File: src/rtl/ohlc_pkg.sv
`default_nettype none
// ----------------------------------------------------------------------------
// ohlc_pkg
// Shared types and constants of the OHLC bar resampler.
// ----------------------------------------------------------------------------
package ohlc_pkg;

  localparam int DEF_PRICE_BITS  = 32;
  localparam int DEF_VOLUME_BITS = 48;

  localparam int TIME_W  = 32;
  localparam int PRICE_W = 32;
  localparam int VOL_W   = 32;
  localparam int OTIME_W = 64;
  localparam int OVOL_W  = 48;

  localparam int CFG_IDX_W = 2;
  localparam logic [CFG_IDX_W-1:0] REG_PERIOD = CFG_IDX_W'(0);
  localparam logic [CFG_IDX_W-1:0] REG_START  = CFG_IDX_W'(1);
  localparam logic [TIME_W-1:0]    PERIOD_RESET = TIME_W'(60);

  localparam int MQ_DEPTH = 2;
  localparam int OQ_DEPTH = 4;

  // classified bar handed from the front to the back
  typedef struct packed {
    logic [TIME_W-1:0]  idx;
    logic [OTIME_W-1:0] btime;
    logic [PRICE_W-1:0] open_p;
    logic [PRICE_W-1:0] high_p;
    logic [PRICE_W-1:0] low_p;
    logic [PRICE_W-1:0] close_p;
    logic [VOL_W-1:0]   vol;
    logic               valid;
    logic               eos;
  } item_t;

  typedef struct packed {
    logic [OTIME_W-1:0] time_v;
    logic [PRICE_W-1:0] open_p;
    logic [PRICE_W-1:0] high_p;
    logic [PRICE_W-1:0] low_p;
    logic [PRICE_W-1:0] close_p;
    logic [OVOL_W-1:0]  vol;
    logic               has_data;
    logic               last;
  } result_t;

endpackage
`default_nettype wire

File: src/rtl/ohlc_back.sv
`default_nettype none
// ----------------------------------------------------------------------------
// ohlc_back
// Merges classified bars into the open bucket and queues finished bars.
// ----------------------------------------------------------------------------
module ohlc_back import ohlc_pkg::*; #(
  parameter int VOLUME_BITS = DEF_VOLUME_BITS
) (
  input  wire logic              clk,
  input  wire logic              rst,
  input  wire logic [TIME_W-1:0] period_eff,
  input  wire logic [TIME_W-1:0] start_time,
  input  item_t                  item,
  input  wire logic              item_empty,
  output logic                   item_pop,
  input  wire logic              pop,
  output logic                   empty,
  output result_t                res
);

  localparam int SUM_W = ((VOLUME_BITS > VOL_W) ? VOLUME_BITS : VOL_W) + 1;
  localparam logic [SUM_W-1:0] VMAX = SUM_W'((65'd1 << VOLUME_BITS) - 65'd1);
  localparam int PTR_W = $clog2(OQ_DEPTH);
  localparam int CNT_W = $clog2(OQ_DEPTH + 1);

  logic                   bucket_open;
  logic [TIME_W-1:0]      bucket_index;
  logic                   acc_valid;
  logic [PRICE_W-1:0]     acc_open, acc_high, acc_low, acc_close;
  logic [VOLUME_BITS-1:0] acc_volume;

  logic                   changed;
  logic [OTIME_W-1:0]     change_time;
  logic                   base_valid;
  logic [PRICE_W-1:0]     base_high, base_low;
  logic [VOLUME_BITS-1:0] base_vol;
  logic [SUM_W-1:0]       vol_sum;
  logic                   m_valid;
  logic [PRICE_W-1:0]     m_open, m_high, m_low, m_close;
  logic [VOLUME_BITS-1:0] m_vol;
  result_t                r_change, r_flush;

  result_t                oq [OQ_DEPTH];
  logic [PTR_W-1:0]       wp, rp;
  logic [CNT_W-1:0]       cnt;
  logic                   do_pop;

  // a bar is popped only while the result queue has room for two results
  assign item_pop = !item_empty && (cnt <= CNT_W'(OQ_DEPTH - 2));
  assign empty    = (cnt == '0);
  assign do_pop   = pop && !empty;
  assign res      = oq[rp];

  assign changed    = bucket_open && (item.idx != bucket_index);
  // closing bucket is stamped with the settings in force when it closes
  assign change_time = OTIME_W'(bucket_index) * OTIME_W'(period_eff) + OTIME_W'(start_time);
  assign base_valid = acc_valid && !changed;
  assign base_high  = acc_high;
  assign base_low   = acc_low;
  // an empty accumulator always holds zero volume
  assign base_vol   = changed ? '0 : acc_volume;
  assign vol_sum    = SUM_W'(base_vol) + SUM_W'(item.vol);

  always_comb begin
    m_valid = base_valid;
    m_open  = changed ? '0 : acc_open;
    m_high  = changed ? '0 : acc_high;
    m_low   = changed ? '0 : acc_low;
    m_close = changed ? '0 : acc_close;
    m_vol   = base_vol;
    if (item.valid) begin
      m_valid = 1'b1;
      m_close = item.close_p;
      m_vol   = (vol_sum > VMAX) ? VMAX[VOLUME_BITS-1:0] : vol_sum[VOLUME_BITS-1:0];
      if (!base_valid) begin
        m_open = item.open_p;
        m_high = item.high_p;
        m_low  = item.low_p;
      end else begin
        m_high = (item.high_p > base_high) ? item.high_p : base_high;
        m_low  = (item.low_p < base_low) ? item.low_p : base_low;
      end
    end
  end

  always_comb begin
    r_change.time_v   = change_time;
    r_change.open_p   = acc_open;
    r_change.high_p   = acc_high;
    r_change.low_p    = acc_low;
    r_change.close_p  = acc_close;
    r_change.vol      = OVOL_W'(acc_volume);
    r_change.has_data = acc_valid;
    r_change.last     = !item.eos;
    r_flush.time_v    = item.btime;
    r_flush.open_p    = m_open;
    r_flush.high_p    = m_high;
    r_flush.low_p     = m_low;
    r_flush.close_p   = m_close;
    r_flush.vol       = OVOL_W'(m_vol);
    r_flush.has_data  = m_valid;
    r_flush.last      = 1'b1;
  end

  always_ff @(posedge clk) begin
    if (item_pop) begin
      if (changed) begin
        oq[wp] <= r_change;
      end
      if (item.eos) begin
        oq[wp + PTR_W'(changed)] <= r_flush;
      end
    end
  end

  always_ff @(posedge clk) begin
    if (rst) begin
      bucket_open  <= 1'b0;
      bucket_index <= '0;
      acc_valid    <= 1'b0;
      acc_open     <= '0;
      acc_high     <= '0;
      acc_low      <= '0;
      acc_close    <= '0;
      acc_volume   <= '0;
      wp           <= '0;
      rp           <= '0;
      cnt          <= '0;
    end else begin
      if (item_pop) begin
        if (item.eos) begin
          bucket_open  <= 1'b0;
          bucket_index <= '0;
          acc_valid    <= 1'b0;
          acc_open     <= '0;
          acc_high     <= '0;
          acc_low      <= '0;
          acc_close    <= '0;
          acc_volume   <= '0;
        end else begin
          bucket_open  <= 1'b1;
          bucket_index <= item.idx;
          acc_valid    <= m_valid;
          acc_open     <= m_open;
          acc_high     <= m_high;
          acc_low      <= m_low;
          acc_close    <= m_close;
          acc_volume   <= m_vol;
        end
        wp <= wp + PTR_W'(changed) + PTR_W'(item.eos);
      end
      if (do_pop) begin
        rp <= rp + PTR_W'(1);
      end
      cnt <= cnt + CNT_W'(item_pop && changed) + CNT_W'(item_pop && item.eos)
             - CNT_W'(do_pop);
    end
  end

`ifndef ASSERT_OFF
  a_cnt_bound: assert property (@(posedge clk) disable iff (rst)
    cnt <= CNT_W'(OQ_DEPTH))
    else $error("result queue overflow");
  a_eos_closes: assert property (@(posedge clk) disable iff (rst)
    (item_pop && item.eos) |=> !bucket_open && !acc_valid)
    else $error("end of series left a bucket open");
  a_quiet_bar: assert property (@(posedge clk) disable iff (rst)
    (item_pop && !changed && !item.eos && !do_pop) |=> (cnt == $past(cnt)))
    else $error("merge produced a result");
  a_empty_acc_zero: assert property (@(posedge clk) disable iff (rst)
    !acc_valid |-> (acc_volume == '0))
    else $error("empty accumulator holds volume");
`endif

endmodule
`default_nettype wire

File: config.mk
export PLATFORM = sky130hd
export DESIGN_NAME = ohlc_back
export DESIGN_NICKNAME = d
export VERILOG_FILES = /design/src/rtl/ohlc_pkg.sv /design/src/rtl/ohlc_back.sv
export SDC_FILE = /design/constraint.sdc
export NUM_CORES = 2
export LEC_CHECK = 0
export BUFFER_PORTS_ARGS = -buffer_cell sky130_fd_sc_hd__buf_2
export CAP_MARGIN = 25
export CORE_MARGIN = 2
export CORE_UTILIZATION = 35
export CTS_BUF_LIST = sky130_fd_sc_hd__clkbuf_8
export CTS_CLUSTER_DIAMETER = 150
export CTS_CLUSTER_SIZE = 14
export DETAILED_ROUTE_END_ITERATION = 10
export GPL_ROUTABILITY_DRIVEN = 0
export PLACE_DENSITY = 0.6
export REMOVE_ABC_BUFFERS = 1
export SLEW_MARGIN = 20
export SYNTH_ARGS = -nofsm -noshare
export SYNTH_HDL_FRONTEND = slang
export SYNTH_SLANG_ARGS = --single-unit
File: constraint.sdc
create_clock -name clk -period 12.2 [get_ports clk]
set_input_delay 0.61 -clock clk [delete_from_list [all_inputs] [get_ports clk]]
set_output_delay 0.61 -clock clk [all_outputs]
set_load 0.01 [all_outputs]
==> qor.csv <==
metric;value;unit
worst vdd ir;359;uV
Slew Viols, Final;0;
Total Neg Setup Slack;0;ns
core region area;0.265;sq mm
reg-to-reg critical path startpoint;bucket_index[18];
initial core utilization;35.1;%
RSZ-0062 raised after global routing;no;
fillers;25600;
TritonCTS buffer count;96;
commonest non-fill, non-tap cell in the layout;inv_1;
final worst-path cycle share;77.3;%
most used cell, CP;fa_1;
Avg Synthesized Cell Area;10.8;sq um
Clock Tree Buf Depth;3;
dominant cell type by area after synthesis;edfxtp_1;
first drt pass iteration count;6;
Req. time, crit path;12.98;ns
M1 wire length;126;mm
register area share after synthesis;36.0;%
Die Y;519;microns
register bit total from synthesis;1187;
Finished Cell Area;0.102;sq mm
Top Ports;570;
multi-input logic area;0.0532;sq mm
Hold WS;0.0814;ns
full die area;0.270;sq mm
WP data arrival;10.22;ns
WL met3;31.5;mm
Top Layer Used;met5;
area delta synth->final;9.93;%
clock power share;12.6;%
Pleak;42.2;nW
largest net degree at the start of global routing;108;
clk sink count;1187;
# DRC;0;
Post-Synthesis Cell Area;0.0929;sq mm
CP startpoint kind;flop;
clk_lat worst skew;0.92;ns
Seq pwr share;27.7;%
relative slew slack;20.3;%
depth of the CTS H-tree;3;
Placed Cells;12200;
Top delay family on crit path;adder cells;
endpoints failing hold;0;
Worst Hold Class;primary input to flop;
CP Class;flop to flop;
achievable frequency;106;MHz
Gate power share;59.8;%
Setup WS post-layout;2.76;ns
most frequent cells in the layout;inv_1 (1152), edfxtp_1 (964), fa_1 (931);
sw frac;49.7;%
crit path max fanout;16;
Root Buffer;clkbuf_8;
Worst Skew;0.0852;ns
HP Start;item[144];
CP endpoint kind;flop;
CP Launch Point;bucket_index[18];
max_cap viols;0;
Register Area;0.0334;sq mm
Layout Nets;10500;
Rows;189;
Yosys cell types;80;
Final setup viols;0;
initial antenna violation count;90;
area post-placement;0.0990;sq mm
drt via density;5.62;
Post-CTS Setup Bufs;0;
PD cells;175;mW/mm^2
post-synth top area share;31.2;%
met2 routed wirelength;149;mm
post-CTS sizing;0;
WP buf/inv;7;
Power, Total;17.8;mW
wirelength, routed;321;mm
Final HPWL DP;215;mm
outcome;complete, no violations;
post-route ant nets;0;
post-synthesis cell count;8609;
first-pass GRT wire length;476;mm
CTS clk-pin slew, worst paths;0.11;ns
Main synth FF type;edfxtp_1;
Switch Pwr;8.87;mW
asr flop ratio synth;0;%
slowest CP cell;nor4b_1;
EDFF count, synth;964;
Total GRT Usage;23.4;%
Least-Margin Pin Slew;1.20;ns
vias in the first global route;72500;
Critical Path Max Stage Delay;1.03;ns
remaining global-route overflow;0;
top post-synthesis cells by area;edfxtp_1 (31%), fa_1 (20%), mux4_2 (5.9%), ha_1 (4.9%), dfxtp_1 (4.8%);
via count;70300;
fin crit period;9.44;ns
DP Worst Slack;2.95;ns
initial drt markers;6723;
CTS tree;built;
die width;519;microns
port buffer count;569;
Finished Layout Cells;12500;
share of layout cells above drive strength 1;12.6;%
Final Core Density;38.6;%
Yosys Warn Count;0;
cell-internal power;8.97;mW
wire per inst;25.7;microns
[path summary, 6_finish.rpt]
check | end | slack, ns | cells after the start
setup / recovery | oq[1][234] | 2.76 | 25
hold / removal | acc_open[14] | 0.08 | 3
setup reg to reg | oq[1][234] | 2.76 | 25
hold reg to reg | oq[1][0] | 0.50 | 2
[sequential cells by signal, summed over array words and instances, names as in the netlist, named ones only]
name,flops
bucket_index,32
rp,2
acc_high,32
oq,968
acc_valid,1
wp,2
acc_close,32
acc_volume,48
bucket_open,1
acc_low,32
cnt,3
acc_open,32
[Yosys cell counts, types with 63 or more instances]
cell and n:
inv_1 1089, edfxtp_1 964, fa_1 931, nand2_1 826, and2_1 651, clkbuf_1 564
o21ai_0 436, ha_1 362, nand3_1 304, o2bb2ai_1 291, a22o_1 276, a21oi_1 250
nor2_1 246, mux4_2 242, dfxtp_1 223, o31ai_1 105, and3_1 91, buf_1 75
a21o_1 69, xor2_1 67, xnor2_1 65, o22ai_1 63
[layer usage]
metal	global-route usage [%]	up-vias
li1	-	30100
met1	29.9	35900
met2	37.9	3584
met3	5.51	620
met4	9.83	42
met5	0	-
[power groups by stage]
stage	Combinational, mW	Clock (mW)	Sequential [mW]
after floorplan	6.49	0	5.22
after global placement	10.4	0	5.01
after detailed placement	10.5	0	5.03
after CTS	10.6	2.29	4.94
after global routing	11.6	2.40	4.97
final	10.7	2.24	4.93
[kinds of logic (layout without fill, tap and decap cells)]
family	after synthesis	after routing	synth area share [%]
AND/OR/NAND/NOR	2267	2267	12.0
buffers and inverters	1761	2069	7.16
AO/OA/AOI/OAI	1725	1725	12.8
adder cells (fa/ha/maj)	1293	1293	24.9
flip-flops	1187	1187	36.0
multiplexers	244	244	5.89
XOR/XNOR	132	132	1.24
other	0	46	0
[layout make-up]
type,instances,share of cell area [%]
Inverter,1090,4.01
Clock inverter,75,0.372
Tap cell,3533,4.33
Clock buffer,96,1.29
Antenna cell,46,0.113
Sequential cell,1187,32.7
Timing Repair Buffer,808,5.07
Multi-Input combinational cell,5661,52.1
[tightest hold or removal path, delay by kind of cell]
| family | cells | cell delay (ns) |
|---|---|---|
| buffers and inverters | 1 | 0.13 |
| and+or+nand+nor | 1 | 0.09 |
| AOI/OAI and AO/OA | 1 | 0.07 |
[timing repair]
item / 4_1_cts / 5_1_grt
endpoints found under the hold margin: 351 / 0
setup endpoints to repair: 0 / 0
hold buffers: 117 / 0
Note: power is estimated with default switching activity, not from simulation.
