$ cat config.mk
export PLATFORM = sky130hd
export DESIGN_NAME = ohlc_front
export DESIGN_NICKNAME = d
export VERILOG_FILES = /design/src/rtl/ohlc_pkg.sv /design/src/rtl/ohlc_front.sv
export SDC_FILE = /design/constraint.sdc
export NUM_CORES = 1
export LEC_CHECK = 0
export ABC_CLOCK_PERIOD_IN_PS = 37900
export BUFFER_PORTS_ARGS = -buffer_cell sky130_fd_sc_hd__buf_2
export CORE_AREA = 2 2 202 204
export DETAILED_ROUTE_END_ITERATION = 8
export DIE_AREA = 0 0 204 206
export HOLD_SLACK_MARGIN = 0.08
export PLACE_DENSITY = 0.79
export SYNTH_ARGS = -nofsm -noshare
export SYNTH_HDL_FRONTEND = slang
export SYNTH_SLANG_ARGS = --single-unit
$ cat constraint.sdc
create_clock -name clk -period 37.9 [get_ports clk]
set_clock_uncertainty 0.2 [all_clocks]
set_input_delay 1.895 -clock clk [delete_from_list [all_inputs] [get_ports clk]]
set_output_delay 1.895 -clock clk [all_outputs]
set_load 0.03 [all_outputs]
$ cat src/rtl/ohlc_pkg.sv
`default_nettype none
// ----------------------------------------------------------------------------
// ohlc_pkg
// Shared types and constants of the OHLC bar resampler.
// ----------------------------------------------------------------------------
package ohlc_pkg;

  localparam int DEF_PRICE_BITS  = 32;
  localparam int DEF_VOLUME_BITS = 48;

  localparam int TIME_W  = 32;
  localparam int PRICE_W = 32;
  localparam int VOL_W   = 32;
  localparam int OTIME_W = 64;
  localparam int OVOL_W  = 48;

  localparam int CFG_IDX_W = 2;
  localparam logic [CFG_IDX_W-1:0] REG_PERIOD = CFG_IDX_W'(0);
  localparam logic [CFG_IDX_W-1:0] REG_START  = CFG_IDX_W'(1);
  localparam logic [TIME_W-1:0]    PERIOD_RESET = TIME_W'(60);

  localparam int MQ_DEPTH = 2;
  localparam int OQ_DEPTH = 4;

  // classified bar handed from the front to the back
  typedef struct packed {
    logic [TIME_W-1:0]  idx;
    logic [OTIME_W-1:0] btime;
    logic [PRICE_W-1:0] open_p;
    logic [PRICE_W-1:0] high_p;
    logic [PRICE_W-1:0] low_p;
    logic [PRICE_W-1:0] close_p;
    logic [VOL_W-1:0]   vol;
    logic               valid;
    logic               eos;
  } item_t;

  typedef struct packed {
    logic [OTIME_W-1:0] time_v;
    logic [PRICE_W-1:0] open_p;
    logic [PRICE_W-1:0] high_p;
    logic [PRICE_W-1:0] low_p;
    logic [PRICE_W-1:0] close_p;
    logic [OVOL_W-1:0]  vol;
    logic               has_data;
    logic               last;
  } result_t;

endpackage
`default_nettype wire

$ cat src/rtl/ohlc_front.sv
`default_nettype none
// ----------------------------------------------------------------------------
// ohlc_front
// Accepts input bars, finds the bucket index with a bit-serial divider and
// stamps the bucket start time.
// ----------------------------------------------------------------------------
module ohlc_front import ohlc_pkg::*; #(
  parameter int PRICE_BITS = DEF_PRICE_BITS
) (
  input  wire logic               clk,
  input  wire logic               rst,
  input  wire logic               push,
  output logic                    full,
  input  wire logic [TIME_W-1:0]  bar_time,
  input  wire logic [PRICE_W-1:0] open_price,
  input  wire logic [PRICE_W-1:0] high_price,
  input  wire logic [PRICE_W-1:0] low_price,
  input  wire logic [PRICE_W-1:0] close_price,
  input  wire logic [VOL_W-1:0]   volume,
  input  wire logic               end_of_series,
  input  wire logic [TIME_W-1:0]  period_eff,
  input  wire logic [TIME_W-1:0]  start_time,
  output logic                    item_push,
  input  wire logic               item_full,
  output item_t                   item
);

  localparam logic [PRICE_W-1:0] PMASK = (PRICE_BITS >= PRICE_W) ? {PRICE_W{1'b1}} :
                                         PRICE_W'((65'd1 << PRICE_BITS) - 65'd1);
  localparam int CNT_W = $clog2(TIME_W);

  typedef enum logic [1:0] {F_IDLE, F_DIV, F_PUSH} fstate_t;

  fstate_t             state;
  logic [CNT_W-1:0]    cnt;
  logic [TIME_W-1:0]   diff;
  logic [TIME_W-1:0]   dvd;
  logic [TIME_W-1:0]   rem;
  logic [TIME_W:0]     shifted;
  logic                ge;
  logic [TIME_W-1:0]   rem_next;
  item_t               hold;
  logic [PRICE_W-1:0]  op_m, hi_m, lo_m, cl_m;

  assign op_m = open_price & PMASK;
  assign hi_m = high_price & PMASK;
  assign lo_m = low_price & PMASK;
  assign cl_m = close_price & PMASK;

  // one quotient bit a cycle
  assign shifted  = {rem, dvd[TIME_W-1]};
  assign ge       = shifted >= {1'b0, period_eff};
  assign rem_next = ge ? TIME_W'(shifted - {1'b0, period_eff}) : shifted[TIME_W-1:0];

  assign full      = (state != F_IDLE);
  assign item_push = (state == F_PUSH) && !item_full;

  // idx and btime come from the divider registers
  always_comb begin
    item       = hold;
    item.idx   = dvd;
    item.btime = OTIME_W'(diff - rem) + OTIME_W'(start_time);
  end

  always_ff @(posedge clk) begin
    if (rst) begin
      state <= F_IDLE;
      cnt   <= '0;
    end else begin
      unique case (state)
        F_IDLE: begin
          if (push) begin
            diff         <= bar_time - start_time;
            dvd          <= bar_time - start_time;
            rem          <= '0;
            cnt          <= CNT_W'(TIME_W - 1);
            hold.idx     <= '0;
            hold.btime   <= '0;
            hold.open_p  <= op_m;
            hold.high_p  <= hi_m;
            hold.low_p   <= lo_m;
            hold.close_p <= cl_m;
            hold.vol     <= volume;
            hold.valid   <= (op_m != '0) && (hi_m != '0) && (lo_m != '0) && (cl_m != '0);
            hold.eos     <= end_of_series;
            state        <= F_DIV;
          end
        end
        F_DIV: begin
          rem <= rem_next;
          dvd <= {dvd[TIME_W-2:0], ge};
          cnt <= cnt - CNT_W'(1);
          if (cnt == '0) begin
            state <= F_PUSH;
          end
        end
        F_PUSH: begin
          if (!item_full) begin
            state <= F_IDLE;
          end
        end
        default: state <= F_IDLE;
      endcase
    end
  end

`ifndef ASSERT_OFF
  a_rem_below_period: assert property (@(posedge clk) disable iff (rst)
    (state == F_PUSH) |-> (rem < period_eff))
    else $error("divider remainder not below period");
  a_stamp_in_range: assert property (@(posedge clk) disable iff (rst)
    (state == F_PUSH) |-> (rem <= diff))
    else $error("bucket stamp underflow");
  a_push_only_done: assert property (@(posedge clk) disable iff (rst)
    item_push |-> $past(state == F_DIV || state == F_PUSH))
    else $error("item handed over before divide finished");
`endif

endmodule
`default_nettype wire

==> flow_metrics.env, run 1 <==
export IMPL_ant_nets=0
export IMPL_clk_latency_ns=0.55
export IMPL_synthTopCellsByArea="edfxtp_1 47%, ha_1 9.8%, xnor2_1 3.9%"
export IMPL_antenna_found_initial=9
export IMPL_gp_congestion=0.946
export IMPL_syn_to_final_growth_pct=23.8
export IMPL_post_drt_wl_per_cell_um=20.7
export IMPL_r2r_slack_ns=33.95
export IMPL_fp_dieH_um=206
export IMPL_grt_usage=0.246
export IMPL_rows=74
export IMPL_async_reset_ff_frac=0
export IMPL_final_max_slew_violation_count=0
export IMPL_p_per_area_nw_per_um2=56.3
export IMPL_start_util=0.408
export IMPL_max_freq_mhz=122
export IMPL_synth_fp_nets=1959
export IMPL_hold_path_class="reg -> reg"
export IMPL_avgSynthCellArea_um2=10.5
export IMPL_drc=0
export IMPL_timing_max_cap_violations=0
export IMPL_critPathKind="reg -> out"
export IMPL_routed_via_density=5.44
export IMPL_cts_buffers=29
export IMPL_dpl_hpwl_um=43800
export IMPL_hold_depth=1
export IMPL_synth_seq_cells=265
export IMPL_layout_worst_path_cycle_share=0.216
export IMPL_multiInputGateArea_um2=7660
export IMPL_final_nets=2444
export IMPL_cts_tree="done"
export IMPL_timing_rr_end="rem[30]$_SDFFCE_PN0P_"
export IMPL_first_global_vias=13800
export IMPL_io_buffers=520
export IMPL_crit_path_end_kind="output pin"
export IMPL_synth_ff_type="edfxtp_1"
export IMPL_yosys_area_top_type_share=0.472
export IMPL_core_region_area_um2=40200
export IMPL_post_route_min_period_ns=8.19
export IMPL_rsz0062_at_grt="no"
export IMPL_cts_root_buf="clkbuf_16"
export IMPL_vias=14200
export IMPL_hold_worst_slack_ns=0.301
export IMPL_relSlewSlack=0.353
export IMPL_hold_end="cnt[0]$_SDFFE_PP0P_"
export IMPL_netlist_instances=1565
export IMPL_tightest_slew_ns=0.970
export IMPL_grt_pass1_wl_um=78500
export IMPL_ctsHoldBuffers=0
export IMPL_cts_resized_gates=0
export IMPL_htreeDepth=1
export IMPL_yosys_area_top_type="edfxtp_1"
export IMPL_regArea_um2=7890
export IMPL_cp_data_arrival_time_ns=6.10
export IMPL_yosysWarnings=0
export IMPL_fill_cells=3701
export IMPL_die_w_um=204
export IMPL_power_w=0.00114
export IMPL_reg2reg_depth=9
export IMPL_cp_start_kind="flop"
export IMPL_rr_startpoint="rem[23]$_SDFFCE_PN0P_"
export IMPL_ios=521
export IMPL_cts_setup_buffers=0
export IMPL_timing_hold_violations_final=0
export IMPL_grt_max_degree=79
export IMPL_synth_edf_count=258
export IMPL_drtIter0Drc=904
export IMPL_leakagePower_nw=9.07
export IMPL_status="complete, no violations"
export IMPL_drive_gt1_frac=0.294
export IMPL_cts_max_path_buffers=3
export IMPL_dr_pass1_iters=5
export IMPL_fin_setup_tns_ns=0
export IMPL_setup_viol=0
export IMPL_grt_overflow_total=0
export IMPL_hp_start="cnt[0]$_SDFFE_PP0P_"
export IMPL_clk_pin_slew_ns=0.06
export IMPL_seq_area_frac_synth=0.481
export IMPL_synth_cell_types=68
export IMPL_ir_worst_vdd_v=0.0000461
export IMPL_floorplan_die_area_um2=42000
export IMPL_clock_sinks=265
export IMPL_cp_max_fo=31
export IMPL_netlist_area_um2=16400
export IMPL_detail_route_wirelength_um=54000
export IMPL_cp_required_ns=35.81
cells in the final DEF (no fill, tap or decap), drive strengths merged, types with 5 or more instances in the layout:
master	n
diode	9
clkinv	9
or2	9
a31oi	18
a21o	73
a21boi	5
a21oi	120
nor2b	13
a221oi	5
o22ai	7
buf	528
ha	129
xor2	32
o21a	25
o211ai	9
nor2	122
o21ai	62
and4	5
dfxtp	7
nand2	112
nor3b	8
clkbuf	36
o31ai	14
a211oi	25
and3	15
xnor2	73
nand3	20
a2111oi	5
mux2	11
inv	132
edfxtp	258
nand4	28
nor3	24
nor4	35
nand2b	21
o21bai	14
and2	5
logic make-up after synthesis:
group / synth area share
AO/OA/AOI/OAI: 0.171
XOR/XNOR: 0.0560
adder cells (fa/ha/maj): 0.103
buffers and inverters: 0.0537
flip-flops: 0.481
multiplexers: 0.00877
AND/OR/NAND/NOR: 0.126
cells in the mapped netlist, types with 4 or more instances:
| library cell | n |
|---|---|
| o211ai_1 | 9 |
| a211oi_1 | 25 |
| ha_1 | 129 |
| inv_1 | 130 |
| nor2b_1 | 13 |
| o22ai_1 | 7 |
| nand2b_1 | 21 |
| dfxtp_1 | 7 |
| o21ai_1 | 6 |
| edfxtp_1 | 258 |
| o21bai_1 | 14 |
| clkbuf_1 | 39 |
| or3_1 | 4 |
| o21ai_0 | 56 |
| nor3b_1 | 8 |
| nand2_1 | 112 |
| nand4_1 | 28 |
| o31ai_2 | 4 |
| o31ai_1 | 10 |
| and3_1 | 14 |
| nor2_1 | 122 |
| o21a_1 | 25 |
| a21o_1 | 73 |
| nor3_1 | 24 |
| and2_1 | 5 |
| xnor2_1 | 73 |
| a221oi_1 | 5 |
| fa_1 | 4 |
| a41oi_1 | 4 |
| buf_4 | 30 |
| nor4_1 | 35 |
| xor2_1 | 32 |
| a31oi_1 | 18 |
| and4_1 | 5 |
| mux2_2 | 11 |
| a21oi_1 | 120 |
| or2_2 | 9 |
| nand3_1 | 20 |
state kept, by name (all words and copies together) (netlist names):
register  count
state         2
cnt           5
diff         32
dvd          32
rem          32
item        162
per-stage QoR:
stage	utilization	area, um^2	worst slack [ns]	cells
5_1_grt	0.506	20300	29.29	2611
2_1_floorplan	-	16400	20.54	1565
3_5_place_dp	0.482	19400	30.37	2551
6_report	0.506	20300	29.71	2611
4_1_cts	0.505	20300	29.76	2602
3_3_place_gp	0.482	19400	30.52	2551
final cells by class:
cell class / count / share of cell area
Sequential cell: 265 / 0.388
Multi-Input combinational cell: 1096 / 0.377
Timing Repair Buffer: 528 / 0.131
Clock buffer: 36 / 0.0370
Tap cell: 532 / 0.0328
Inverter: 130 / 0.0240
Clock inverter: 15 / 0.00905
Antenna cell: 9 / 0.00111
power by group:
group          leakage, nW  switching (W)  internal, W
sequential            2.47     0.00000996     0.000349
combinational         6.14       0.000338     0.000165
clock                0.455       0.000114     0.000167
total                 9.07       0.000462     0.000682
worst max path at each step:
| stage | start | endpoint | slack, ns |
|---|---|---|---|
| 3_3_place_gp | rem[2]$_SDFFCE_PN0P_ | item[216] | 30.52 |
| 2_1_floorplan | rst | diff[0]$_DFFE_PP_ | 20.54 |
| 6_report | rem[2]$_SDFFCE_PN0P_ | item[206] | 29.71 |
| 4_1_cts | rem[2]$_SDFFCE_PN0P_ | item[206] | 29.76 |
| 5_1_grt | rem[0]$_SDFFCE_PN0P_ | item[225] | 29.29 |
| 3_5_place_dp | rem[2]$_SDFFCE_PN0P_ | item[206] | 30.37 |
per-layer routing:
layer | up-vias | routed length, um | GRT usage
li1 | 6743 | - | -
met1 | 6724 | 20600 | 0.285
met2 | 603 | 27000 | 0.436
met3 | 132 | 3510 | 0.0385
met4 | 0 | 2910 | 0.133
met5 | - | 0 | 0
worst max-delay path, cell delays in order, from the launching register on:
cell and delay [ns]:
edfxtp_1 0.40, inv_1 0.10, ha_1 0.27, nor2b_1 0.17
o31a_1 0.29, a21o_1 0.22, o41ai_4 0.46, o21bai_1 0.18
a41o_1 0.29, a21oi_1 0.17, xnor2_1 0.16, ha_1 0.32
a21o_1 0.20, a21o_1 0.17, a21o_1 0.18, a211oi_1 0.25
o21ai_0 0.14, a21boi_0 0.17, a21bo_2 0.27, nand2_1 0.07
and3_1 0.72, buf_2 0.34
No activity file was read; power rests on OpenSTA's default activity.
==> inputs of run 2 (changes only) <==
- ABC_CLOCK_PERIOD_IN_PS: 37900 -> 7820
- CORE_AREA: 2 2 202 204 -> 2 2 203 205
- DIE_AREA: 0 0 204 206 -> 0 0 205 207
- PLACE_DENSITY: 0.79 -> 0.78
- clock period: 37.9 -> 7.82 ns (I/O delays scaled with it)
==> run 2 against run 1 <==
Effect of this change: non-clock buffer count up 164; sequential power increased to 4.9 times the previous value; largest power group unchanged; cell count up 6.4%; sequential share of layout area fell by 2.9 points; critical endpoint is now item[215].
==> flow_metrics.env, run 2 (same netlist as run 1, synthesis figures left out) <==
export IMPL_timing_hold_violations_final=0
export IMPL_crit_top_cell="a21o_1"
export IMPL_ir_worst_vdd_v=0.000209
export IMPL_relSlewSlack=0.326
export IMPL_critPathKind="reg -> out"
export IMPL_cts_tree="done"
export IMPL_fin_setup_tns_ns=0
export IMPL_drive_gt1_frac=0.273
export IMPL_rsz0062_at_grt="no"
export IMPL_drc=0
export IMPL_crit_slowest_cell="and3_1"
export IMPL_clk_pin_slew_ns=0.06
export IMPL_cp_data_arrival_time_ns=6.05
export IMPL_post_route_min_period_ns=6.64
export IMPL_max_freq_mhz=151
export IMPL_cts_resized_gates=0
export IMPL_hold_end="diff[0]$_DFFE_PP_"
export IMPL_fp_dieH_um=207
export IMPL_grt_usage=0.285
export IMPL_reg2reg_depth=9
export IMPL_gr_max_usage_layer="met2"
export IMPL_timing_max_cap_violations=0
export IMPL_ctsHoldBuffers=165
export IMPL_cp_num_buf_inv=2
export IMPL_clock_sinks=265
export IMPL_hold_path_class="in -> reg"
export IMPL_use_met2=0.499
export IMPL_hp_start="bar_time[0]"
export IMPL_cts_setup_buffers=0
export IMPL_largest_reg_flops=162
export IMPL_crit_path_end_kind="output pin"
export IMPL_max_stage_delay_ns=0.68
export IMPL_ios=521
export IMPL_mostFrequentLayoutCells="520 x buf_2, 258 x edfxtp_1, 165 x dlygate4sd3_1"
export IMPL_p_per_area_nw_per_um2=258
export IMPL_r2r_slack_ns=3.93
export IMPL_fin_area_um2=22000
export IMPL_leakagePower_nw=9.75
export IMPL_start_util=0.407
export IMPL_final_common_cell="buf_2"
export IMPL_crit_chain="inv_1 -> ha_1 -> nor2b_1 -> o31a_1 -> a21o_1 -> o41ai_4 -> o21bai_1 -> a41o_1 -> a21oi_1 -> xnor2_1 -> ha_1 -> a21o_1 -> a21o_1 -> a21o_1 -> a211oi_1 -> o21ai_0 -> a21boi_0 -> a21bo_2 -> nand2_1 -> and3_1 -> buf_2"
export IMPL_rr_startpoint="rem[23]$_SDFFCE_PN0P_"
export IMPL_cts_root_buf="clkbuf_16"
export IMPL_die_w_um=205
export IMPL_grt_met3_usage=0.0640
export IMPL_detail_route_wirelength_um=62200
export IMPL_cp_required_ns=7.23
export IMPL_hold_depth=4
export IMPL_final_nets=2608
export IMPL_gp_congestion=1.02
export IMPL_layout_worst_path_cycle_share=0.849
export IMPL_core_region_area_um2=40400
export IMPL_place_area_um2=19400
export IMPL_setup_viol=0
export IMPL_place_ws_ns=1.81
export IMPL_dpl_hpwl_um=47200
export IMPL_timing_rr_end="rem[30]$_SDFFCE_PN0P_"
export IMPL_grt_overflow_total=0
export IMPL_status="complete, no violations"
export IMPL_htreeDepth=1
export IMPL_cp_max_fo=31
export IMPL_vias=15200
export IMPL_routed_via_density=5.47
export IMPL_grtUsageMet1=0.333
export IMPL_io_buffers=520
export IMPL_grt_pass1_wl_um=92000
export IMPL_clk_latency_ns=0.57
export IMPL_rows=74
export IMPL_floorplan_die_area_um2=42400
export IMPL_cp_start_kind="flop"
export IMPL_grt_max_degree=159
export IMPL_post_drt_wl_per_cell_um=22.4
export IMPL_antenna_found_initial=11
export IMPL_hold_worst_slack_ns=0.124
export IMPL_ant_nets=0
export IMPL_worst_slack_ns=1.18
export IMPL_cp_top_family="compound AO/OA/AOI/OAI gates"
export IMPL_final_max_slew_violation_count=0
export IMPL_tightest_slew_ns=1.01
export IMPL_syn_to_final_growth_pct=33.9
export IMPL_dr_pass1_iters=6
export IMPL_cts_max_path_buffers=3
export IMPL_first_global_vias=15300
export IMPL_cts_buffers=29
export IMPL_drtIter0Drc=1139
[run 2: area by class of cell]
class	count	area [um^2]
inverters	130	488
diodes	11	27.5
multi-input cells	1096	7670
clock buffers	36	752
flip-flops and latches	265	7890
clock inverters	17	174
well taps	532	666
fillers	3465	18400
repair buffers	692	4320
[run 2: power breakdown]
| part | internal, W | switching, W | leakage, nW | total, W |
|---|---|---|---|---|
| logic | 0.000857 | 0.00170 | 6.83 | 0.00256 |
| clock network | 0.000782 | 0.000580 | 0.442 | 0.00136 |
| registers | 0.00169 | 0.0000539 | 2.47 | 0.00175 |
[run 2: worst register-to-register path, stage by stage (launching register included)]
cell      delay [ns]
edfxtp_1        0.41
ha_1            0.55
nand4_1         0.25
nor4_1          0.68
a21oi_1         0.19
nand2_1         0.12
o21a_1          0.11
buf_4           0.45
nand2_1         0.40
o32ai_1         0.35
[run 2: how the worst max path moves through the flow]
stage / slack [ns] / cells after the start / from / to
after floorplan: 1.40 / 3 / state[1]$_SDFFE_PP0P_ / diff[0]$_DFFE_PP_
after CTS: 1.18 / 21 / rem[2]$_SDFFCE_PN0P_ / item[215]
after global placement: 1.98 / 21 / rem[2]$_SDFFCE_PN0P_ / item[212]
final: 1.18 / 21 / rem[2]$_SDFFCE_PN0P_ / item[215]
after global routing: 0.75 / 21 / rem[2]$_SDFFCE_PN0P_ / item[215]
after detailed placement: 1.81 / 21 / rem[2]$_SDFFCE_PN0P_ / item[215]
[run 2: per-stage QoR]
stage                     power (W)  std cells  utilization
after floorplan             0.00357       1565            -
after CTS                   0.00566       2768        0.544
after global routing        0.00591       2775        0.544
after global placement      0.00418       2550        0.480
after detailed placement    0.00423       2550        0.480
final                       0.00567       2779        0.545
[run 2: per-layer routing]
layer	routed length, um	part of all wire
met2	30900	0.50
met5	13	0.00021
met3	4710	0.076
met4	3160	0.051
met1	23500	0.38
==> inputs of run 3 (changes only) <==
- ABC_CLOCK_PERIOD_IN_PS: 7820 -> 6600
- clock period: 7.82 -> 6.6 ns (I/O delays scaled with it)
==> run 3 against run 2 <==
Effect of this change: first-iteration DRC count down 5.8%; wire length down 0.76%; total power up 19%; final area up 0.42%; global-route usage down 0.12 points; register-to-register slack worse by 1.3 ns; count of clock-buffer cells in the layout unchanged; via count about the same; sequential power up 18%; die area unchanged; clock power up 21%; cell count up 0.11%; critical path type unchanged; largest power group unchanged.
==> flow_metrics.env, run 3 (same netlist as run 1, synthesis figures left out) <==
export IMPL_timing_max_cap_violations=0
export IMPL_cp_max_fo=31
export IMPL_start_util=0.407
export IMPL_crit_top_cell="a21o_1"
export IMPL_cts_tree="done"
export IMPL_antenna_found_initial=11
export IMPL_grt_met3_usage=0.0736
export IMPL_r2r_slack_ns=2.65
export IMPL_leakagePower_nw=9.80
export IMPL_final_common_cell="buf_2"
export IMPL_cts_root_buf="clkbuf_16"
export IMPL_cts_setup_buffers=0
export IMPL_hold_depth=3
export IMPL_final_max_slew_violation_count=0
export IMPL_final_util=0.547
export IMPL_htreeDepth=1
export IMPL_dr_pass1_iters=6
export IMPL_fin_setup_tns_ns=0
export IMPL_floorplan_die_area_um2=42400
export IMPL_dpl_hpwl_um=47200
export IMPL_cts_buffers=28
export IMPL_routed_via_density=5.47
export IMPL_use_met2=0.485
export IMPL_critPathKind="reg -> out"
export IMPL_hp_start="period_eff[1]"
export IMPL_rr_startpoint="rem[23]$_SDFFCE_PN0P_"
export IMPL_timing_hold_violations_final=0
export IMPL_gp_congestion=1.02
export IMPL_fin_area_um2=22100
export IMPL_cts_max_path_buffers=3
export IMPL_p_per_area_nw_per_um2=306
export IMPL_post_drt_wl_per_cell_um=22.2
export IMPL_layout_worst_path_cycle_share=0.940
export IMPL_clk_pin_slew_ns=0.06
export IMPL_grt_usage=0.284
export IMPL_max_freq_mhz=161
export IMPL_ant_nets=0
export IMPL_place_ws_ns=0.648
export IMPL_final_nets=2613
export IMPL_cp_top_family="compound AO/OA/AOI/OAI gates"
export IMPL_rows=74
export IMPL_timing_rr_end="rem[30]$_SDFFCE_PN0P_"
export IMPL_die_w_um=205
export IMPL_tightest_slew_ns=0.996
export IMPL_first_global_vias=15300
export IMPL_grtUsageMet1=0.328
export IMPL_ios=521
export IMPL_syn_to_final_growth_pct=34.5
export IMPL_fp_dieH_um=207
export IMPL_ir_worst_vdd_v=0.000242
export IMPL_largest_reg_flops=162
export IMPL_core_region_area_um2=40400
export IMPL_hold_path_class="in -> reg"
export IMPL_detail_route_wirelength_um=61800
export IMPL_fill_cells=3481
export IMPL_drive_gt1_frac=0.274
export IMPL_clock_sinks=265
export IMPL_crit_path_end_kind="output pin"
export IMPL_cp_data_arrival_time_ns=5.67
export IMPL_vias=15200
export IMPL_crit_chain="inv_1 -> ha_1 -> nor2b_1 -> o31a_1 -> a21o_1 -> o41ai_4 -> o21bai_1 -> a41o_1 -> a21oi_1 -> xnor2_1 -> ha_1 -> a21o_1 -> a21o_1 -> a21o_1 -> a211oi_1 -> o21ai_0 -> a21boi_0 -> a21bo_2 -> nand2_1 -> and3_4 -> buf_2"
export IMPL_crit_slowest_cell="o41ai_4"
export IMPL_worst_slack_ns=0.397
export IMPL_rsz0062_at_grt="no"
export IMPL_place_area_um2=19400
export IMPL_setup_viol=0
export IMPL_io_buffers=520
export IMPL_grt_overflow_total=0
export IMPL_reg2reg_depth=9
export IMPL_clk_latency_ns=0.56
export IMPL_cp_required_ns=6.07
export IMPL_grt_pass1_wl_um=91400
export IMPL_gr_max_usage_layer="met2"
export IMPL_status="complete, no violations"
export IMPL_grt_max_degree=159
export IMPL_post_route_min_period_ns=6.20
export IMPL_cp_start_kind="flop"
export IMPL_drtIter0Drc=1073
export IMPL_max_stage_delay_ns=0.48
export IMPL_relSlewSlack=0.336
export IMPL_hold_end="rem[1]$_SDFFCE_PN0P_"
export IMPL_drc=0
export IMPL_mostFrequentLayoutCells="520 x buf_2, 258 x edfxtp_1, 171 x dlygate4sd3_1"
export IMPL_cp_num_buf_inv=2
run 3: cell types whose count changed in the layout (fill, tap and decap cells not counted):
cell,change
clkbuf_1,-4
clkbuf_8,+4
inv_6,+1
and3_4,+1
diode_2,-2
and3_1,-1
dlygate4sd3_1,+6
clkinvlp_4,-3
inv_4,+1
run 3: layout make-up:
type / instances / area [um^2] / area share
tap: 532 / 666 / 0.0302
clock buffer: 36 / 792 / 0.0359
multi-input combinational: 1096 / 7670 / 0.348
antenna: 9 / 22.5 / 0.00102
clock inverter: 16 / 166 / 0.00754
timing repair buffer: 698 / 4380 / 0.198
sequential: 265 / 7890 / 0.357
inverter: 130 / 488 / 0.0221
run 3: worst max path at each step:
stage	from	end	slack, ns	cells after the start
2_1_floorplan	state[1]$_SDFFE_PP0P_	diff[0]$_DFFE_PP_	0.18	3
3_3_place_gp	rem[2]$_SDFFCE_PN0P_	item[212]	0.82	21
3_5_place_dp	rem[2]$_SDFFCE_PN0P_	item[210]	0.65	21
4_1_cts	rem[2]$_SDFFCE_PN0P_	item[203]	0.02	21
5_1_grt	rem[1]$_SDFFCE_PN0P_	item[194]	0.03	20
6_report	rem[2]$_SDFFCE_PN0P_	item[225]	0.40	21
run 3: metrics by stage:
| stage | hold WS, ns | power, W | cells |
|---|---|---|---|
| floorplan | 0.229 | 0.00423 | 1565 |
| global placement | 0.280 | 0.00496 | 2550 |
| detailed placement | 0.308 | 0.00501 | 2550 |
| CTS | 0.0827 | 0.00674 | 2773 |
| global route | 0.111 | 0.00705 | 2778 |
| finish | 0.0917 | 0.00676 | 2782 |
run 3: what timing repair did:
item	in CTS	in global routing
gates resized for setup	0	2
hold endpoints to repair	173	0
hold buffers	171	0
endpoints found under the setup margin	0	31
run 3: worst register-to-register path, stage by stage, from the launching register on:
cell and delay (ns):
edfxtp_1 0.41, ha_1 0.59, nand4_1 0.25, nor4_1 0.70
a21oi_1 0.21, nand2_1 0.12, o21a_1 0.11, buf_4 0.46
nand2_1 0.39, o32ai_1 0.34
run 3: per-layer routing:
metal	vias up	part of all wire
met5	-	0.00018
met3	171	0.089
met2	739	0.48
li1	7088	-
met4	2	0.056
met1	7215	0.37
run 3: power by group:
part           switching [W]  leakage [nW]  total [W]  internal (W)
sequential         0.0000636          2.47    0.00207       0.00201
clock               0.000674         0.474    0.00164      0.000966
combinational        0.00202          6.86    0.00304       0.00102
total                0.00276          9.80    0.00676       0.00399
